## src/rtl/gbr_pkg.sv

```systemverilog
// shared types, constants and kernel weights for the 5x5 gaussian blur
`timescale 1ns / 1ps

package gbr_pkg;

    localparam int MaxWidth     = 1024;
    localparam int CoefFracBits = 16;
    localparam int ColW         = $clog2(MaxWidth);
    localparam int RowW         = 12;
    localparam int WidthW       = 11;
    localparam int PixW         = 24;
    localparam int NumClass     = 6;
    localparam int SumW         = 11;
    localparam int AccW         = CoefFracBits + 9;
    localparam int MaxHeight    = 4095;
    localparam int MinDim       = 5;

    typedef logic [PixW-1:0] pix_t;

    typedef enum logic {
        CFG_FRAME_WIDTH  = 1'b0,
        CFG_FRAME_HEIGHT = 1'b1
    } cfg_index_t;

    typedef struct packed {
        logic [RowW-1:0] row;
        logic [ColW-1:0] col;
        pix_t [4:0][4:0] win;
    } win_item_t;

    // taps grouped by squared distance from the centre
    function automatic int class_of(input int r, input int c);
        int d2;
        begin
            d2 = (r - 2) * (r - 2) + (c - 2) * (c - 2);
            case (d2)
                0:       class_of = 0;
                1:       class_of = 1;
                2:       class_of = 2;
                4:       class_of = 3;
                5:       class_of = 4;
                default: class_of = 5;
            endcase
        end
    endfunction

    function automatic logic [AccW-1:0] class_weight(input int k);
        longint w;
        begin
            case (k)
                0:       w = 10624;
                1:       w = 6444;
                2:       w = 3908;
                3:       w = 1438;
                4:       w = 872;
                default: w = 195;
            endcase
            if (CoefFracBits >= 16)
                w = w << (CoefFracBits - 16);
            else
                w = (((w << 1) >> (16 - CoefFracBits)) + 1) >> 1;
            class_weight = w[AccW-1:0];
        end
    endfunction

endpackage

```

## src/rtl/gbr_back.sv

```systemverilog
// back end: kernel multiply-accumulate pipeline and output register
`timescale 1ns / 1ps

module gbr_back
    import gbr_pkg::*;
(
    input  logic              clk,
    input  logic              rst_n,
    input  logic              in_valid,
    output logic              in_ready,
    input  win_item_t         in_item,
    output logic              out_valid,
    input  logic              out_ready,
    output pix_t              out_rgb,
    output logic [RowW-1:0]   out_row,
    output logic [ColW-1:0]   out_col
);

    logic                                a_valid_reg;
    logic                                b_valid_reg;
    logic                                c_valid_reg;
    logic                                a_ready;
    logic                                b_ready;
    logic                                c_ready;

    logic [2:0][NumClass-1:0][SumW-1:0]  a_sum_next;
    logic [2:0][NumClass-1:0][SumW-1:0]  a_sum_reg;
    logic [2:0][NumClass-1:0][AccW-1:0]  b_prod_next;
    logic [2:0][NumClass-1:0][AccW-1:0]  b_prod_reg;
    logic [RowW-1:0]                     a_row_reg;
    logic [RowW-1:0]                     b_row_reg;
    logic [ColW-1:0]                     a_col_reg;
    logic [ColW-1:0]                     b_col_reg;
    logic [2:0][AccW-1:0]                total;
    logic [2:0][AccW-CoefFracBits-1:0]   scaled;
    pix_t                                rgb_next;
    pix_t                                rgb_reg;
    logic [RowW-1:0]                     row_reg;
    logic [ColW-1:0]                     col_reg;

    assign c_ready  = !c_valid_reg || out_ready;
    assign b_ready  = !b_valid_reg || c_ready;
    assign a_ready  = !a_valid_reg || b_ready;
    assign in_ready = a_ready;

    // sum the taps sharing a weight
    always_comb
    begin
        for (int ch = 0; ch < 3; ch++)
        begin
            for (int k = 0; k < NumClass; k++)
            begin
                a_sum_next[ch][k] = '0;
                for (int r = 0; r < 5; r++)
                    for (int c = 0; c < 5; c++)
                        if (class_of(r, c) == k)
                            a_sum_next[ch][k] = a_sum_next[ch][k]
                                + SumW'(in_item.win[r][c][8*ch +: 8]);
            end
        end
    end

    always_comb
    begin
        for (int ch = 0; ch < 3; ch++)
            for (int k = 0; k < NumClass; k++)
                b_prod_next[ch][k] = AccW'(a_sum_reg[ch][k]) * class_weight(k);
    end

    always_comb
    begin
        for (int ch = 0; ch < 3; ch++)
        begin
            total[ch] = '0;
            for (int k = 0; k < NumClass; k++)
                total[ch] = total[ch] + b_prod_reg[ch][k];
            scaled[ch] = total[ch][AccW-1:CoefFracBits];
            if (scaled[ch] > (AccW-CoefFracBits)'(255))
                rgb_next[8*ch +: 8] = 8'hFF;
            else
                rgb_next[8*ch +: 8] = scaled[ch][7:0];
        end
    end

    always_ff @(posedge clk or negedge rst_n)
    begin
        if (!rst_n)
        begin
            a_valid_reg <= 1'b0;
            b_valid_reg <= 1'b0;
            c_valid_reg <= 1'b0;
        end
        else
        begin
            if (a_ready)
                a_valid_reg <= in_valid;
            if (b_ready)
                b_valid_reg <= a_valid_reg;
            if (c_ready)
                c_valid_reg <= b_valid_reg;
        end
    end

    always_ff @(posedge clk)
    begin
        if (a_ready && in_valid)
        begin
            a_sum_reg <= a_sum_next;
            a_row_reg <= in_item.row;
            a_col_reg <= in_item.col;
        end
        if (b_ready && a_valid_reg)
        begin
            b_prod_reg <= b_prod_next;
            b_row_reg  <= a_row_reg;
            b_col_reg  <= a_col_reg;
        end
        if (c_ready && b_valid_reg)
        begin
            rgb_reg <= rgb_next;
            row_reg <= b_row_reg;
            col_reg <= b_col_reg;
        end
    end

    assign out_valid = c_valid_reg;
    assign out_rgb   = rgb_reg;
    assign out_row   = row_reg;
    assign out_col   = col_reg;

endmodule

```

## config.mk

```make
export PLATFORM = sky130hd
export DESIGN_NAME = gbr_back
export DESIGN_NICKNAME = d
export VERILOG_FILES = /design/src/rtl/gbr_pkg.sv /design/src/rtl/gbr_back.sv
export SDC_FILE = /design/constraint.sdc
export NUM_CORES = 2
export LEC_CHECK = 0
export BUFFER_PORTS_ARGS = -buffer_cell sky130_fd_sc_hd__buf_4
export CAP_MARGIN = 0
export CORE_AREA = 2 2 487 489
export DETAILED_ROUTE_END_ITERATION = 8
export DIE_AREA = 0 0 489 491
export GPL_TIMING_DRIVEN = 0
export PLACE_DENSITY = 0.43
export SYNTH_ARGS = -nofsm -noshare
export SYNTH_HDL_FRONTEND = slang
export SYNTH_SLANG_ARGS = --single-unit
```

## constraint.sdc

```tcl
create_clock -name clk -period 10.9 [get_ports clk]
set_clock_uncertainty 0.15 [all_clocks]
set_input_delay 1.09 -clock clk [delete_from_list [all_inputs] [get_ports clk]]
set_output_delay 1.09 -clock clk [all_outputs]
set_load 0.01 [all_outputs]
```

# Word level (Yosys, flattened, before mapping)
# Cells that the tools add are included.
# word_totals
regBits,687
input_bits,626
output_inout_bits,48
wordCells,150
# op_classes
add_sub_neg,72
mul,18
n_lt_le_gt_ge,3
reduce_logical,9
# op_table
cell,count
25-bit adder,15
11-bit by 8-bit adder with 11-bit output,23
8-bit by 8-bit adder with 9-bit output,15
11-bit by 10-bit multiplier with 21-bit output (second input constant),6
9-bit by 8-bit adder with 10-bit output,10
10-bit by 8-bit adder with 11-bit output,9
11-bit by 11-bit multiplier with 22-bit output (second input constant),3
11-bit by 8-bit multiplier with 19-bit output (second input constant),3
11-bit by 7-bit multiplier with 18-bit output (second input constant),3
8-bit by 7-bit multiplier with 15-bit output (second input constant),3
9-bit by 8-bit > comparator with 1-bit output (second input constant),3
1-bit logical AND,3
1-bit logical NOT,3
1-bit logical OR,3

# Longest topological paths before layout
# depth
depth_word,7
mapped_depth,21
ltp_nobuf,21

# Least setup slack after synthesis
# OpenSTA, ideal clock, no wires.
# synth_path
path_type,input-to-reg
start,input out_ready
end,register b_col_reg[0] (enable)
setup_ns,0.776
arrival_ns,9.465
required_ns,9.974
path_slack_ns,0.509
stages,3
path_buffers,0
cell_sequence,nor2b_1 > nand2_1 > and2_1
# synth_via
elab_chain_len,3
# synth_lines
element,line,source
from (decl),gbr_back.sv:13,"input logic out_ready,"
1-bit logical OR,gbr_back.sv:41,assign c_ready = !c_valid_reg || out_ready;
1-bit logical OR,gbr_back.sv:42,assign b_ready = !b_valid_reg || c_ready;
1-bit logical AND,gbr_back.sv:112,if (b_ready && a_valid_reg)
to (signal assigned),gbr_back.sv:116,b_col_reg <= a_col_reg;
to (decl),gbr_back.sv:33,logic [ColW-1:0] b_col_reg;
# Every way passes these cells.
# A chain may end at the register's enable or synchronous reset.

==> flow_metrics.env <==
export IMPL_remaining_drc_errors=0
export IMPL_run_status="finished clean"
export IMPL_fin_nets=9926
export IMPL_syn_to_final_growth_pct=17.4
export IMPL_yosys_area_share_adder=0.468
export IMPL_firstDrtPassIters=5
export IMPL_grt_pass1_wl_um=263000
export IMPL_critical_path_slowest_cell="fa_1"
export IMPL_largest_family_of_logic_cells_by_synthesized_area="adder cells"
export IMPL_criticalPathCategory="register to register"
export IMPL_timing_critical_path_from="a_sum_reg[88]$_DFFE_PP_"
export IMPL_worst_skew_pair_late_latency_ps=730
export IMPL_setup_ws_post_layout_ps=5350
export IMPL_start_util=0.299
export IMPL_min_path_cells=0
export IMPL_syn_cell_area_um2=70200
export IMPL_netlist_top_cells_area="edfxtp_1, ha_1, fa_1"
export IMPL_finalHoldViolations=0
export IMPL_timing_fmax_mhz=180
export IMPL_crit_path_max_fanout=6
export IMPL_floorplan_die_width_um=489
export IMPL_levels_on_crit_path=16
export IMPL_yosys_mux_area_fraction=0.000998
export IMPL_global_route_usage_met1=0.184
export IMPL_cts_tree="yes"
export IMPL_synth_cells=6389
export IMPL_synth_yosys_warnings=0
export IMPL_antenna_left=0
export IMPL_timing_final_setup_violations=0
export IMPL_worstPathCellList="fa_1 > inv_1 > fa_1 > fa_1 > inv_1 > ha_1 > inv_1 > fa_1 > inv_1 > ha_1 > o41ai_1 > o21ai_0 > o41ai_1 > o2111ai_1 > a21oi_1 > xnor2_1"
export IMPL_number_of_cells_on_the_worst_reg_to_reg_path=16
export IMPL_detail_route_iter0_violations=1376
export IMPL_cp_required_ps=11200
export IMPL_globalplace_congestion=0.819
export IMPL_worstHoldPathType="register to register"
export IMPL_die_height_um=491
export IMPL_synth_fp_nets=9151
export IMPL_clock_transition_time_at_the_flip_flop_clock_pins_of_the_worst_setup_and_hold_paths_ps=60
export IMPL_hold_path_startpoint="b_col_reg[3]$_DFFE_PP_"
export IMPL_synth_commonest_cells="inv_1, ha_1, fa_1"
export IMPL_post_synthesis_xor_xnor_area_fraction=0.0529
export IMPL_synth_ff_type="edfxtp_1"
export IMPL_timing_worst_slew_pin_value_ps=1010
export IMPL_synth_avg_cell_area_um2=11.0
export IMPL_final_period_utilization=0.509
export IMPL_cts_buffers=87
export IMPL_grt_antenna_before_repair=12
export IMPL_synth_edff_count=613
export IMPL_hpwl_um=139000
export IMPL_number_of_flip_flops_under_the_largest_register_name=345
export IMPL_critical_path_endpoint_type="register"
export IMPL_clock_sink_count=616
export IMPL_multi_input_logic_area_um2=45400
export IMPL_flip_flop_and_latch_count_after_synthesis=616
export IMPL_gr_total_overflow=0
export IMPL_max_slew_margin=0.328
export IMPL_top_usage_layer="met2"
export IMPL_synth_compound_gate_area_share=0.0776
export IMPL_largest_net_degree_at_the_start_of_global_routing=62
export IMPL_dr_total_vias=44400
export IMPL_count_of_port_buffers_added_during_placement=673
export IMPL_detailedPlace_worstSlack_ps=4600
export IMPL_routed_wire_length_per_instance_um=15.6
export IMPL_critical_path_top_delay_family="adder cells"
export IMPL_share_of_the_synthesized_area_in_the_top_cell_type=0.262
export IMPL_synth_async_sr_flop_share=0.00487
export IMPL_critical_path_startpoint_type="register"
export IMPL_yosysSeqAreaShare=0.263
export IMPL_timing_critical_path_slowest_cell_delay_ps=610
export IMPL_grt_setup_unrepaired="false"
export IMPL_top_level_ports=674
export IMPL_ctsRootBufferMaster="clkbuf_16"
export IMPL_coreArea_um2=235000
export IMPL_avgViaCountPerCell=4.28
export IMPL_final_max_slew_violation_count=0
export IMPL_yosysUniqueCellTypes=70
export IMPL_data_arrival_time_of_the_worst_path_ps=5850
export IMPL_post_synth_top_count_cell="inv_1"
export IMPL_rr_startpoint="a_sum_reg[88]$_DFFE_PP_"
export IMPL_first_global_vias=48900
export IMPL_global_route_usage_total=0.139
export IMPL_routing_usage_on_met3=0.0198
export IMPL_critical_path_buf_inv_count=4
export IMPL_cts_hold_repair_buffers=1
export IMPL_ctsHtreeMaxLevel=3
export IMPL_number_of_setup_buffers_added_after_cts=0
export IMPL_floorplan_die_area_um2=240000
export IMPL_cap_viol_max_count=0
export IMPL_synth_largest_area_cell="edfxtp_1"
export IMPL_filler_cell_count=23600
export IMPL_ctsResizeCount=0
export IMPL_cts_path_max_buffers=3
export IMPL_cell_row_count=178
export IMPL_met2_usage=0.238
export IMPL_drt_total_wl_um=162000
export IMPL_seq_area_um2=18500
export IMPL_fraction_of_final_layout_cells_with_drive_strength_greater_than_1=0.119
export IMPL_synth_simple_area_share=0.0472
export IMPL_layout_min_cycle_time_ps=5550
[through the flow]
step	TNS, ps	instance area [µm²]	hold slack, ps	instances	utilization
finish	0	82400	266	10400	0.352
global route	0	82400	273	10400	0.352
CTS	0	82400	266	10400	0.351
detailed placement	0	79500	255	10200	0.339
global placement	-1735420	79200	251	10200	0.338
floorplan	0	70200	250	6389	-
[kinds of logic after synthesis]
kind of cell,after synthesis
adders and majority gates,2136
buffers and inverters,1684
AOI/OAI and AO/OA,845
and+or+nand+nor,677
DFF,616
xor gates and xnor gates,424
muxes,7
[placed cells by master (no fill, tap or decap), drive strengths merged, types with 12 or more instances in the layout]
cell type,instances
or3,26
buf,685
o21a,31
o211ai,20
or2,20
a21o,103
nand2b,50
nor2,195
o21ai,124
nor3,70
edfxtp,613
o21bai,92
and3,26
and2,25
xnor2,315
ha,1318
a21oi,312
clkbuf,108
a31oi,23
a31o,14
xor2,109
a211oi,28
inv,1685
nand2,125
nor2b,45
o41ai,14
bufinv,12
nand3,67
fa,818
clkinv,32
[worst reg2reg max path: cells and delay by family, from the launching register on]
family / cells / cell delay (ps)
DFF: 1 / 600
xor gates and xnor gates: 1 / 90
buffers and inverters: 4 / 180
adders and majority gates: 6 / 2510
AOI/OAI and AO/OA: 5 / 1740
[final timing paths]
kind                                        endpoint  slack [ps]
setup / recovery           b_prod_reg[222]$_DFFE_PP_        5350
min in group asynchronous      out_valid$_DFFE_PN0P_         570
setup reg to reg           b_prod_reg[222]$_DFFE_PP_        5350
hold reg to reg                 out_col[3]$_DFFE_PP_         270
hold / removal                  out_col[3]$_DFFE_PP_         270
max in group asynchronous    a_valid_reg$_DFFE_PN0N_        9940
[area by class of cell]
class | instances | share of cell area
tap | 3150 | 0.0478
antenna | 8 | 0.000243
sequential | 616 | 0.224
clock inverter | 49 | 0.00691
timing repair buffer | 686 | 0.0652
multi-input combinational | 4089 | 0.551
clock buffer | 108 | 0.0280
inverter | 1684 | 0.0767
[routing by layer]
metal  share of wire  vias to the layer above
met5               0                        -
met3           0.032                      151
li1                -                    22500
met2            0.48                      531
met4           0.024                        0
met1            0.46                    21300
Power is not shown: default switching activity piles up to over one toggle a cycle in this logic, so the estimate is an artifact.
