**config.mk**
```make
export PLATFORM = sky130hd
export DESIGN_NAME = gbr_queue
export DESIGN_NICKNAME = d
export VERILOG_FILES = /design/src/rtl/gbr_pkg.sv /design/src/rtl/gbr_queue.sv
export SDC_FILE = /design/constraint.sdc
export NUM_CORES = 1
export LEC_CHECK = 0
export ABC_AREA = 1
export BUFFER_PORTS_ARGS = -buffer_cell sky130_fd_sc_hd__buf_4
export CAP_MARGIN = 20
export CORE_AREA = 3 3 488 490
export CTS_CLUSTER_SIZE = 30
export DETAILED_ROUTE_END_ITERATION = 8
export DIE_AREA = 0 0 491 493
export MAX_ROUTING_LAYER = met4
export PLACE_DENSITY = 0.38
export SYNTH_ARGS = -nofsm -noshare
export SYNTH_HDL_FRONTEND = slang
export SYNTH_SLANG_ARGS = --single-unit
```
**constraint.sdc**
```tcl
create_clock -name clk -period 83.3 [get_ports clk]
set_clock_uncertainty 0.2 [all_clocks]
set_input_delay 4.165 -clock clk [delete_from_list [all_inputs] [get_ports clk]]
set_output_delay 4.165 -clock clk [all_outputs]
set_load 0.005 [all_outputs]
```
**src/rtl/gbr_pkg.sv**
```systemverilog
// shared types, constants and kernel weights for the 5x5 gaussian blur
`timescale 1ns / 1ps

package gbr_pkg;

    localparam int MaxWidth     = 1024;
    localparam int CoefFracBits = 16;
    localparam int ColW         = $clog2(MaxWidth);
    localparam int RowW         = 12;
    localparam int WidthW       = 11;
    localparam int PixW         = 24;
    localparam int NumClass     = 6;
    localparam int SumW         = 11;
    localparam int AccW         = CoefFracBits + 9;
    localparam int MaxHeight    = 4095;
    localparam int MinDim       = 5;

    typedef logic [PixW-1:0] pix_t;

    typedef enum logic {
        CFG_FRAME_WIDTH  = 1'b0,
        CFG_FRAME_HEIGHT = 1'b1
    } cfg_index_t;

    typedef struct packed {
        logic [RowW-1:0] row;
        logic [ColW-1:0] col;
        pix_t [4:0][4:0] win;
    } win_item_t;

    // taps grouped by squared distance from the centre
    function automatic int class_of(input int r, input int c);
        int d2;
        begin
            d2 = (r - 2) * (r - 2) + (c - 2) * (c - 2);
            case (d2)
                0:       class_of = 0;
                1:       class_of = 1;
                2:       class_of = 2;
                4:       class_of = 3;
                5:       class_of = 4;
                default: class_of = 5;
            endcase
        end
    endfunction

    function automatic logic [AccW-1:0] class_weight(input int k);
        longint w;
        begin
            case (k)
                0:       w = 10624;
                1:       w = 6444;
                2:       w = 3908;
                3:       w = 1438;
                4:       w = 872;
                default: w = 195;
            endcase
            if (CoefFracBits >= 16)
                w = w << (CoefFracBits - 16);
            else
                w = (((w << 1) >> (16 - CoefFracBits)) + 1) >> 1;
            class_weight = w[AccW-1:0];
        end
    endfunction

endpackage

```
**src/rtl/gbr_queue.sv**
```systemverilog
// two-entry queue of filled windows between front and back
`timescale 1ns / 1ps

module gbr_queue
    import gbr_pkg::*;
(
    input  logic      clk,
    input  logic      rst_n,
    input  logic      in_valid,
    output logic      in_ready,
    input  win_item_t in_item,
    output logic      out_valid,
    input  logic      out_ready,
    output win_item_t out_item
);

    win_item_t  slot_reg [2];
    logic       wr_ptr_reg;
    logic       rd_ptr_reg;
    logic [1:0] count_reg;
    logic       push;
    logic       pop;

    assign in_ready  = (count_reg != 2'd2);
    assign out_valid = (count_reg != 2'd0);
    assign push      = in_valid && in_ready;
    assign pop       = out_valid && out_ready;
    assign out_item  = slot_reg[rd_ptr_reg];

    always_ff @(posedge clk or negedge rst_n)
    begin
        if (!rst_n)
        begin
            wr_ptr_reg <= 1'b0;
            rd_ptr_reg <= 1'b0;
            count_reg  <= 2'd0;
        end
        else
        begin
            if (push)
                wr_ptr_reg <= !wr_ptr_reg;
            if (pop)
                rd_ptr_reg <= !rd_ptr_reg;
            if (push && !pop)
                count_reg <= count_reg + 2'd1;
            else if (pop && !push)
                count_reg <= count_reg - 2'd1;
        end
    end

    always_ff @(posedge clk)
    begin
        if (push)
            slot_reg[wr_ptr_reg] <= in_item;
    end

endmodule

```
# After elaboration in Yosys (flattened, before gate mapping)
# Memories as Yosys holds them, arrays and structs flattened.
# Cells that the tools add are included.
[op_classes] addsub=2 n_eq_ne=1 muxes=4 reduce_logical=10
[op_table] cell="$logic_and 1x1->1" n=4
[op_table] cell="$logic_not 1->1" n=4
[op_table] cell="$mux 2" n=2
[op_table] cell="$reduce_bool 2->1" n=2
[op_table] cell="$add 2x1->2 const B" n=1
[op_table] cell="$mux 1" n=2
[op_table] cell="$ne 2x2->1 const B" n=1
[op_table] cell="$sub 2x1->2 const B" n=1
[word_totals] reg_bits=4 ramBits=1244 inputBits=626 elab_cells=21 mem_count=1
[mem_list] name="slot_reg" depth=2 word_bits=622 rd=1 rd_ports_with_merged_regs=0 write_ports=1 line="gbr_queue.sv:17" rtl="win_item_t slot_reg [2];"

# Depth between registers and ports, before layout
# Gate-level depths: netlist (run 1).
[depth] depth_word=6 ltp_mapped=10 ltp_nobuf=10

# Worst setup path after synthesis (run 1)
# OpenSTA, ideal clock, no wires.
[synth_path] path_kind="input-to-reg" startpoint="input port in_valid" endpoint="memory slot_reg[0][0] (netlist bit), enable pin" arrival_time_ns=29.988 setup_slack_ns=51.489 stages=2 n_path_buf=0 cell_sequence="nand2_1 > nor2_1"
[synth_between] elab_chain_len=3
[synth_lines] element="start: declaration" line="gbr_queue.sv:9" rtl="input logic in_valid,"
[synth_lines] element="$logic_and 1x1->1" line="gbr_queue.sv:26" rtl="assign push = in_valid && in_ready;"
[synth_lines] element="$mux 1" line="gbr_queue.sv:53" rtl="if (push)"
[synth_lines] element="$mux 1 (not written as such)" line="gbr_queue.sv:54" rtl="slot_reg[wr_ptr_reg] <= in_item;"
[synth_lines] element="end: declaration" line="gbr_queue.sv:17"
# No other way between the ends.

==> flow_metrics.env, run 1 <==
export IMPL_status="completed"
export IMPL_fin_crit_sh_pct=10.7
export IMPL_cts_tree="done"
export IMPL_maxCapViolations=0
export IMPL_worstSetupEndpointType="output pin"
export IMPL_setup_violations_final=0
export IMPL_start_kind="register"
export IMPL_worstPathCellList="inv_8, buf_4, buf_4, nand2_1, nand2_1, buf_4"
export IMPL_crit_arrival_ns=4.52
export IMPL_grt_start_max_net_pins=156
export IMPL_grt_ovfl_total=0
export IMPL_grt_usage_pct=14.6
export IMPL_ys_types=14
export IMPL_p_comb_share_pct=34.1
export IMPL_drt_wirelength_per_cell_um=22.7
export IMPL_powerDensity_nw_per_um2=36.6
export IMPL_synth_top_area_share_pct=82.5
export IMPL_leakage_nw=25.7
export IMPL_die_height_um=493
export IMPL_io_pins=1250
export IMPL_num_vias=29400
export IMPL_antenna_found_initial=50
export IMPL_dp_hpwl_um=128000
export IMPL_async_flop_share_pct=0.321
export IMPL_syn_nets=3904
export IMPL_grt_pass1_vias=29000
export IMPL_clock_power_share_pct=27.4
export IMPL_cp_num_buf_inv=4
export IMPL_final_net_count=5203
export IMPL_cp_slowest_cell="buf_4"
export IMPL_syn_area_um2=45300
export IMPL_clock_path_buffers=3
export IMPL_area_growth_pct=39.1
export IMPL_internal_power_mw=1.51
export IMPL_synth_ff_type="edfxtp_1"
export IMPL_synth_most_common_cell="nand2_1"
export IMPL_worstHoldPathType="register to register"
export IMPL_whs_ns=0.310
export IMPL_grt_pass1_wl_um=240000
export IMPL_drive_above_1_share_pct=31.8
export IMPL_h_tree_depth=4
export IMPL_total_power_mw=2.31
export IMPL_ant_nets=0
export IMPL_cpLargestDelayFamily="buffers and inverters"
export IMPL_via_per_inst=3.75
export IMPL_syn_area_per_cell_um2=13.8
export IMPL_cp_max_fo=124
export IMPL_rsz0062_at_grt="no"
export IMPL_switching_share_pct=34.6
export IMPL_ys_warn_count=0
export IMPL_drtPass1Iterations=5
export IMPL_die_x_um=491
export IMPL_postCtsSetupRepairBufs=0
export IMPL_peakVddDrop_v=0.0000203
export IMPL_ys_top_cells_by_count="nand2_1 (1876), edfxtp_1 (1244), buf_2 (126)"
export IMPL_die_area_um2=242000
export IMPL_synth_edf_count=1244
export IMPL_n_fill_cell=24300
export IMPL_cts_buffers=151
export IMPL_p_sw_uw=798
export IMPL_worst_slew_pin_slew_ns=1.16
export IMPL_netlist_top_cells_area="edfxtp_1 (83%), nand2_1 (16%), buf_2 (1.4%)"
export IMPL_coreArea_um2=235000
export IMPL_crit_top_cell="buf_4"
export IMPL_netlist_instances=3277
export IMPL_clock_sinks=1248
export IMPL_yosysTopAreaCell="edfxtp_1"
export IMPL_drt_total_wl_um=178000
export IMPL_hold_violations=0
export IMPL_pwr_share_seq_pct=38.5
export IMPL_place_congestion=0.822
export IMPL_ys_ff_latch=1248
export IMPL_finalCriticalPeriod_ns=8.89
export IMPL_initial_core_util_pct=19.3
export IMPL_largest_reg_flops=1244
export IMPL_drt_initial_drc_count=1582
export IMPL_slew_viol_final=0
export IMPL_finalSetupTns_ns=0
export IMPL_cts_resized=0
export IMPL_max_freq_mhz=113
export IMPL_port_buffers=1249
export IMPL_critPathMaxStageDelay_ns=0.92
export IMPL_crit_required_ns=78.93
export IMPL_clkSlewWorstSetupHoldPaths_ns=0.06
export IMPL_yosysSeqAreaShare_pct=82.7
export IMPL_cts_root_buf="clkbuf_16"
export IMPL_maxSlewHeadroom_pct=22.6
export IMPL_drt_drc_violations_left=0
export IMPL_clk_latency_ns=0.78
export IMPL_critPathKind="register to output pin"
export IMPL_cts_hold_buf=0
export IMPL_rows=178
[path summary, 6_finish.rpt]
check | startpoint | endpoint | slack [ns] | depth (start not counted)
min | count_reg[1] | count_reg[1] | 0.31 | 2
min in group asynchronous | rst_n | wr_ptr_reg | 3.02 | 1
max in group asynchronous | rst_n | rd_ptr_reg | 79.71 | 1
min reg2reg | count_reg[1] | count_reg[1] | 0.31 | 2
max | rd_ptr_reg | out_item[142] | 74.41 | 6
max reg2reg | count_reg[0] | slot_reg[1][105] | 77.79 | 9
[final cells by class]
cell class / count / area, um2 / area share [%]
antenna: 17 / 42.5 / 0.0675
clock buffer: 188 / 3940 / 6.25
clock inverter: 80 / 762 / 1.21
timing repair buffer: 1284 / 9710 / 15.4
sequential: 1248 / 37500 / 59.5
multi-input combinational: 1884 / 7110 / 11.3
tap: 3150 / 3940 / 6.26
inverter: 7 / 33.8 / 0.0536
[worst min-delay path, cell delays in order (launching register included)]
cell and delay (ns):
dfrtp_1 0.37, nand2_1 0.06, nand2_1 0.05
[kinds of logic after synthesis]
kind of cell | after synthesis | share of synthesized area, %
flops | 1248 | 82.7
xor+xnor | 2 | 0.0387
fa+ha+maj | 1 | 0.0276
simple gates | 1881 | 15.6
buf+inv | 145 | 1.61
[cells in the final DEF, fill, tap and decap left out]
cell        instances
inv_8               1
buf_6               1
ha_1                1
dfrtp_1             3
clkinvlp_4          2
buf_12              4
clkinv_4            4
xor2_1              1
inv_1               6
clkinv_8            1
clkinv_16           3
clkinv_1           30
nand4_1             1
dfrtp_4             1
edfxtp_1         1244
inv_6               6
bufinv_16           9
xnor2_1             1
nor2_4              2
buf_4            1278
inv_16              3
nand3_1             2
buf_16              1
clkbuf_16         152
clkinv_2           22
nand2_1          1876
clkbuf_1           36
diode_2            17
[per-layer routing]
metal  vias to the layer above  routed length [um]  part of all wire, %  global-route usage (%)
li1                      13800                   -                    -                       -
met1                     14400               69900                   39                    16.3
met2                      1070               87200                   49                    23.8
met3                       226               18400                   10                    6.58
met4                         0                2950                  1.7                    3.40
met5                         -                   0                    0                       -
[per-stage QoR]
step           utilization (%)  area (um2)  setup WS (ns)  std cells
5_1_grt                   26.9       63000          73.98       7855
6_report                  26.9       63000          74.41       7858
3_3_place_gp              24.8       58200          73.95       7572
3_5_place_dp              24.8       58300          73.94       7573
4_1_cts                   26.8       63000          74.14       7841
2_1_floorplan                -       45300          51.49       3277
[power by group through the flow]
stage	sequential, mW	combinational [mW]	clock [mW]
after CTS	0.890	0.820	0.659
final	0.889	0.787	0.632
after global placement	0.901	0.820	0
after detailed placement	0.902	0.817	0
after floorplan	1.07	0.307	0
after global routing	0.901	0.870	0.682
Power figures use the tool's default switching activity.
==> run 2, diff against run 1 <==
- clock period: 83.3 -> 8.7 ns (I/O delays scaled with it)
==> flow_metrics.env, run 2 (synthesis gave the netlist of run 1 again) <==
export IMPL_cts_resized=0
export IMPL_die_area_um2=242000
export IMPL_grt_pass1_vias=32100
export IMPL_n_fill_cell=24100
export IMPL_final_net_count=5816
export IMPL_io_pins=1250
export IMPL_slew_viol_final=0
export IMPL_num_vias=31800
export IMPL_hold_path_startpoint="in_item[587]"
export IMPL_multiInputGateArea_um2=7120
export IMPL_clk_latency_ns=0.77
export IMPL_crit_required_ns=8.07
export IMPL_maxSlewHeadroom_pct=18.6
export IMPL_drtPass1Iterations=5
export IMPL_critPathMaxStageDelay_ns=0.88
export IMPL_cpLargestDelayFamily="buffers and inverters"
export IMPL_dp_cells=7560
export IMPL_cts_root_buf="clkbuf_16"
export IMPL_critPathLaunch="rd_ptr_reg"
export IMPL_worst_slew_pin_slew_ns=1.22
export IMPL_powerDensity_nw_per_um2=323
export IMPL_rsz0062_at_grt="no"
export IMPL_fin_crit_sh_pct=51.7
export IMPL_initial_core_util_pct=19.3
export IMPL_clock_path_buffers=3
export IMPL_clock_sinks=1248
export IMPL_die_x_um=491
export IMPL_cp_max_fo=162
export IMPL_cts_tree="done"
export IMPL_die_height_um=493
export IMPL_drive_above_1_share_pct=28.0
export IMPL_p_sw_mw=7.75
export IMPL_grt_usage_pct=15.1
export IMPL_crit_arrival_ns=3.86
export IMPL_cts_hold_buf=626
export IMPL_peakVddDrop_v=0.000241
export IMPL_cts_buffers=151
export IMPL_drt_drc_violations_left=0
export IMPL_leakage_nw=28.4
export IMPL_worstSetupEndpointType="output pin"
export IMPL_coreArea_um2=235000
export IMPL_whs_ns=0.164
export IMPL_worstHoldPathType="primary input to register"
export IMPL_finalCriticalPeriod_ns=4.50
export IMPL_clock_power_share_pct=27.5
export IMPL_port_buffers=1249
export IMPL_critPathKind="register to output pin"
export IMPL_drt_wirelength_per_cell_um=21.7
export IMPL_drt_initial_drc_count=1892
export IMPL_layout_commonest_cell="nand2_1"
export IMPL_r2r_start="count_reg[0]"
export IMPL_final_cell_mix="nand2_1 (1874), buf_4 (1256), edfxtp_1 (1244)"
export IMPL_drt_total_wl_um=185000
export IMPL_worstPathCellList="buf_4, buf_12, nand2_1, nand2_1, buf_4"
export IMPL_maxCapViolations=0
export IMPL_p_comb_share_pct=34.4
export IMPL_max_freq_mhz=222
export IMPL_cp_slowest_cell="dfrtp_4"
export IMPL_postCtsSetupRepairBufs=0
export IMPL_h_tree_depth=4
export IMPL_grt_ovfl_total=0
export IMPL_grt_pass1_wl_um=253000
export IMPL_area_growth_pct=53.5
export IMPL_switching_share_pct=34.5
export IMPL_largest_reg_flops=1244
export IMPL_via_per_inst=3.74
export IMPL_internal_power_mw=14.7
export IMPL_start_kind="register"
export IMPL_place_congestion=0.817
export IMPL_cp_num_buf_inv=3
export IMPL_final_cell_count_no_fill=8512
export IMPL_pwr_share_seq_pct=38.1
export IMPL_setup_violations_final=0
export IMPL_antenna_found_initial=89
export IMPL_grt_start_max_net_pins=179
export IMPL_seqCellArea_um2=37500
export IMPL_hold_violations=0
export IMPL_clkSlewWorstSetupHoldPaths_ns=0.06
export IMPL_dp_hpwl_um=130000
export IMPL_ant_nets=0
export IMPL_rows=178
export IMPL_status="completed"
==> run 2: changes by cell type in the layout (fill, tap and decap cells not counted), moves of 2 or more <==
| cell | change |
|---|---|
| clkinv_4 | -2 |
| dlygate4sd3_1 | +626 |
| inv_6 | +2 |
| clkinv_2 | +2 |
| buf_12 | +11 |
| clkbuf_1 | -8 |
| diode_2 | +33 |
| nand2_1 | -2 |
| clkinv_1 | +11 |
| clkinv_16 | +2 |
| buf_4 | -22 |
==> run 2: layer usage <==
| layer | GRT usage [%] | routed length, um | vias up |
|---|---|---|---|
| met1 | 17.8 | 76500 | 15300 |
| met4 | 4.85 | 5330 | 0 |
| met2 | 24.3 | 88300 | 1171 |
| li1 | - | - | 15000 |
| met5 | - | 0 | - |
| met3 | 5.37 | 14900 | 307 |
==> run 2: area by class of cell <==
cell class | instances | share of cell area [%]
clock buffer | 179 | 5.59
multi-input combinational | 1884 | 10.2
inverter | 7 | 0.0486
timing repair buffer | 1897 | 23.0
clock inverter | 97 | 1.34
sequential | 1248 | 53.9
tap | 3150 | 5.67
antenna | 50 | 0.180
==> run 2: worst register-to-register path: cells and delay by family (launching register included) <==
kind | cells | cell delay [ns]
buffers and inverters | 3 | 1.39
AND/OR/NAND/NOR | 3 | 0.80
flip-flops | 1 | 0.39
==> run 2: worst paths after layout <==
path / endpoint / slack, ns / cells after the start
min in group asynchronous: wr_ptr_reg / 0.65 / 3
min: slot_reg[1][587] / 0.16 / 2
max: out_item[279] / 4.20 / 5
max reg2reg: slot_reg[0][541] / 5.46 / 6
min reg2reg: count_reg[0] / 0.32 / 1
max in group asynchronous: rd_ptr_reg / 7.44 / 3
==> run 2: through the flow <==
step	TNS [ns]	worst slack (ns)	util (%)	area (um2)	power [mW]
CTS	0	4.06	29.6	69400	23.0
global route	0	3.91	29.6	69500	23.8
detailed placement	0	4.99	24.9	58300	16.4
global placement	0	4.94	24.9	58300	16.4
floorplan	-2123.35	-1.71	-	45300	12.0
finish	0	4.20	29.6	69500	22.5
==> run 2: power groups by stage <==
stage	clock (mW)	sequential, mW	combinational (mW)
2_1_floorplan	0	9.06	2.94
3_3_place_gp	0	8.66	7.76
3_5_place_dp	0	8.67	7.72
4_1_cts	6.43	8.55	8.03
5_1_grt	6.65	8.66	8.51
6_report	6.17	8.55	7.73
==> run 3, diff against run 2 <==
- ABC_AREA: 1 -> 0
- PLACE_DENSITY: 0.38 -> 0.39
- clock period: 8.7 -> 3.67 ns (I/O delays scaled with it)
==> flow_metrics.env, run 3 <==
export IMPL_status="completed"
export IMPL_layout_commonest_cell="buf_4"
export IMPL_critPathCapture="out_item[283]"
export IMPL_synth_compound_area_share_pct=0
export IMPL_io_pins=1250
export IMPL_cts_tree="done"
export IMPL_grt_use_met3_pct=5.60
export IMPL_ys_top_cells_by_count="edfxtp_1 (1244), mux2_2 (622), buf_6 (52)"
export IMPL_maxSlewHeadroom_pct=45.2
export IMPL_port_buffers=1249
export IMPL_r2r_start="count_reg[0]"
export IMPL_slew_viol_final=0
export IMPL_synth_ff_type="edfxtp_1"
export IMPL_clkSlewWorstSetupHoldPaths_ns=0.05
export IMPL_final_net_count=5205
export IMPL_yosysTopAreaCell="edfxtp_1"
export IMPL_dp_hpwl_um=125000
export IMPL_cp_max_fo=53
export IMPL_coreArea_um2=235000
export IMPL_antenna_found_initial=63
export IMPL_switching_share_pct=30.0
export IMPL_syn_nets=2580
export IMPL_via_per_inst=3.68
export IMPL_largest_reg_flops=1244
export IMPL_grt_usage_pct=14.0
export IMPL_internal_power_mw=36.4
export IMPL_r2r_slack_ns=1.38
export IMPL_num_vias=29100
export IMPL_syn_area_per_cell_um2=23.2
export IMPL_place_congestion=0.841
export IMPL_leakage_nw=28.0
export IMPL_p_comb_share_pct=33.6
export IMPL_p_sw_mw=15.6
export IMPL_grt_pass1_wl_um=235000
export IMPL_synth_top_area_share_pct=82.6
export IMPL_postCtsSetupRepairBufs=0
export IMPL_final_cell_mix="buf_4 (1278), edfxtp_1 (1244), dlygate4sd3_1 (1230)"
export IMPL_clock_sinks=1248
export IMPL_rows=178
export IMPL_grt_start_max_net_pins=108
export IMPL_crit_required_ns=3.29
export IMPL_initial_core_util_pct=19.3
export IMPL_rsz0062_at_grt="no"
export IMPL_synthAdderAreaFrac_pct=0.0277
export IMPL_clk_latency_ns=0.74
export IMPL_yosysSeqAreaShare_pct=82.8
export IMPL_critPathKind="register to output pin"
export IMPL_drt_drc_violations_left=0
export IMPL_worstHoldPathType="primary input to register"
export IMPL_die_height_um=493
export IMPL_grt_ovfl_total=0
export IMPL_ant_nets=0
export IMPL_synth_edf_count=1244
export IMPL_globalRouteMet2Util_pct=22.2
export IMPL_drive_above_1_share_pct=45.5
export IMPL_setup_violations_final=0
export IMPL_h_tree_depth=4
export IMPL_fin_crit_sh_pct=82.0
export IMPL_max_freq_mhz=332
export IMPL_r2r_end="slot_reg[1][203]"
export IMPL_clock_power_share_pct=27.6
export IMPL_whs_ns=0.0644
export IMPL_grt_busiest_layer="met2"
export IMPL_synthMuxAreaShare_pct=15.5
export IMPL_final_cell_count_no_fill=7905
export IMPL_netlist_top_cells_area="edfxtp_1 (83%), mux2_2 (15%), buf_6 (1.3%)"
export IMPL_ys_warn_count=0
export IMPL_cts_root_buf="clkbuf_16"
export IMPL_critPathLaunch="rd_ptr_reg"
export IMPL_hold_violations=0
export IMPL_peakVddDrop_v=0.000526
export IMPL_drt_initial_drc_count=1195
export IMPL_finalCriticalPeriod_ns=3.01
export IMPL_async_flop_share_pct=0.321
export IMPL_finalSetupTns_ns=0
export IMPL_netlist_instances=1953
export IMPL_drtPass1Iterations=5
export IMPL_worst_slew_pin_slew_ns=0.823
export IMPL_crit_arrival_ns=2.62
export IMPL_pwr_share_seq_pct=38.7
export IMPL_cts_buffers=153
export IMPL_worstSetupEndpointType="output pin"
export IMPL_area_growth_pct=68.0
export IMPL_die_area_um2=242000
export IMPL_synth_most_common_cell="edfxtp_1"
export IMPL_synth_xor_xnor_area_share_pct=0.0968
export IMPL_grt_pass1_vias=31300
export IMPL_drt_wirelength_per_cell_um=21.6
export IMPL_grt_util_met1_pct=16.1
export IMPL_start_kind="register"
export IMPL_ys_ff_latch=1248
export IMPL_syn_area_um2=45200
export IMPL_ys_types=15
export IMPL_synth_top_family_by_area="multiplexers"
export IMPL_synth_simple_area_share_pct=0.0747
export IMPL_final_util_pct=32.4
export IMPL_die_x_um=491
export IMPL_dp_cells=6343
export IMPL_clock_path_buffers=3
export IMPL_drt_total_wl_um=171000
export IMPL_maxCapViolations=0
export IMPL_powerDensity_nw_per_um2=684
export IMPL_ff2ff_path_depth=4
## run 3: cell types whose count changed after synthesis, moves of 2 or more
cell and delta:
nand3_1 -2, buf_6 +52, clkbuf_1 -5, xnor2_1 +2, inv_1 -5, nand2_1 -1874, buf_2 -110, buf_4 -6
mux2_2 +622
## run 3: cell type report
cell class | count | area (um2)
Antenna cell | 55 | 138
Clock buffer | 190 | 3970
Clock inverter | 87 | 843
Fill cell | 23400 | 159000
Inverter | 1 | 3.75
Multi-Input combinational cell | 635 | 7120
Sequential cell | 1248 | 37500
Tap cell | 3150 | 3940
Timing Repair Buffer | 2539 | 22500
## run 3: critical path: stages, from the launching register on
cell and delay, ns:
dfrtp_4 0.60, buf_12 0.25, buf_12 0.26, mux2_2 0.41
buf_4 0.14
## run 3: stage by stage
stage,area (um2),setup slack (ns),power (mW)
final,76000,0.662,52.0
after global routing,76000,0.477,54.7
after floorplan,45300,-6.72,27.0
after CTS,75900,0.484,53.2
after global placement,58700,1.30,37.3
after detailed placement,58700,1.31,37.3
## run 3: kinds of logic (layout without fill, tap and decap cells)
group | count (synthesis) | count (layout)
mux | 622 | 622
buf+inv | 70 | 2817
xor+xnor | 5 | 5
other cells | 0 | 55
fa+ha+maj | 1 | 1
flops | 1248 | 1248
simple gates | 7 | 7
## run 3: worst min-delay path by stage
stage            startpoint               end  depth (start not counted)
2_1_floorplan         rst_n      count_reg[0]                          0
3_3_place_gp          rst_n        rd_ptr_reg                          1
3_5_place_dp          rst_n        rd_ptr_reg                          1
4_1_cts        in_item[318]  slot_reg[0][318]                          2
5_1_grt        in_item[605]  slot_reg[0][605]                          2
6_report       in_item[605]  slot_reg[0][605]                          2
## run 3: per-layer routing
metal | vias up | routed length, um
met4 | 0 | 4950
li1 | 13200 | -
met1 | 14600 | 69600
met5 | - | 0
met2 | 1063 | 81100
met3 | 256 | 15100
## run 3: repair_timing
item	in CTS	in global routing
endpoints found under the setup margin	0	0
hold buffers	1230	0
gates resized for setup	0	0
endpoints found under the hold margin	1300	0
## run 3: power by group through the flow
stage	logic [mW]	registers (mW)	clock network [mW]
finish	17.5	20.1	14.4
detailed placement	16.8	20.4	0
global placement	16.9	20.4	0
floorplan	6.79	20.2	0
global route	18.8	20.4	15.5
CTS	18.1	20.2	14.9
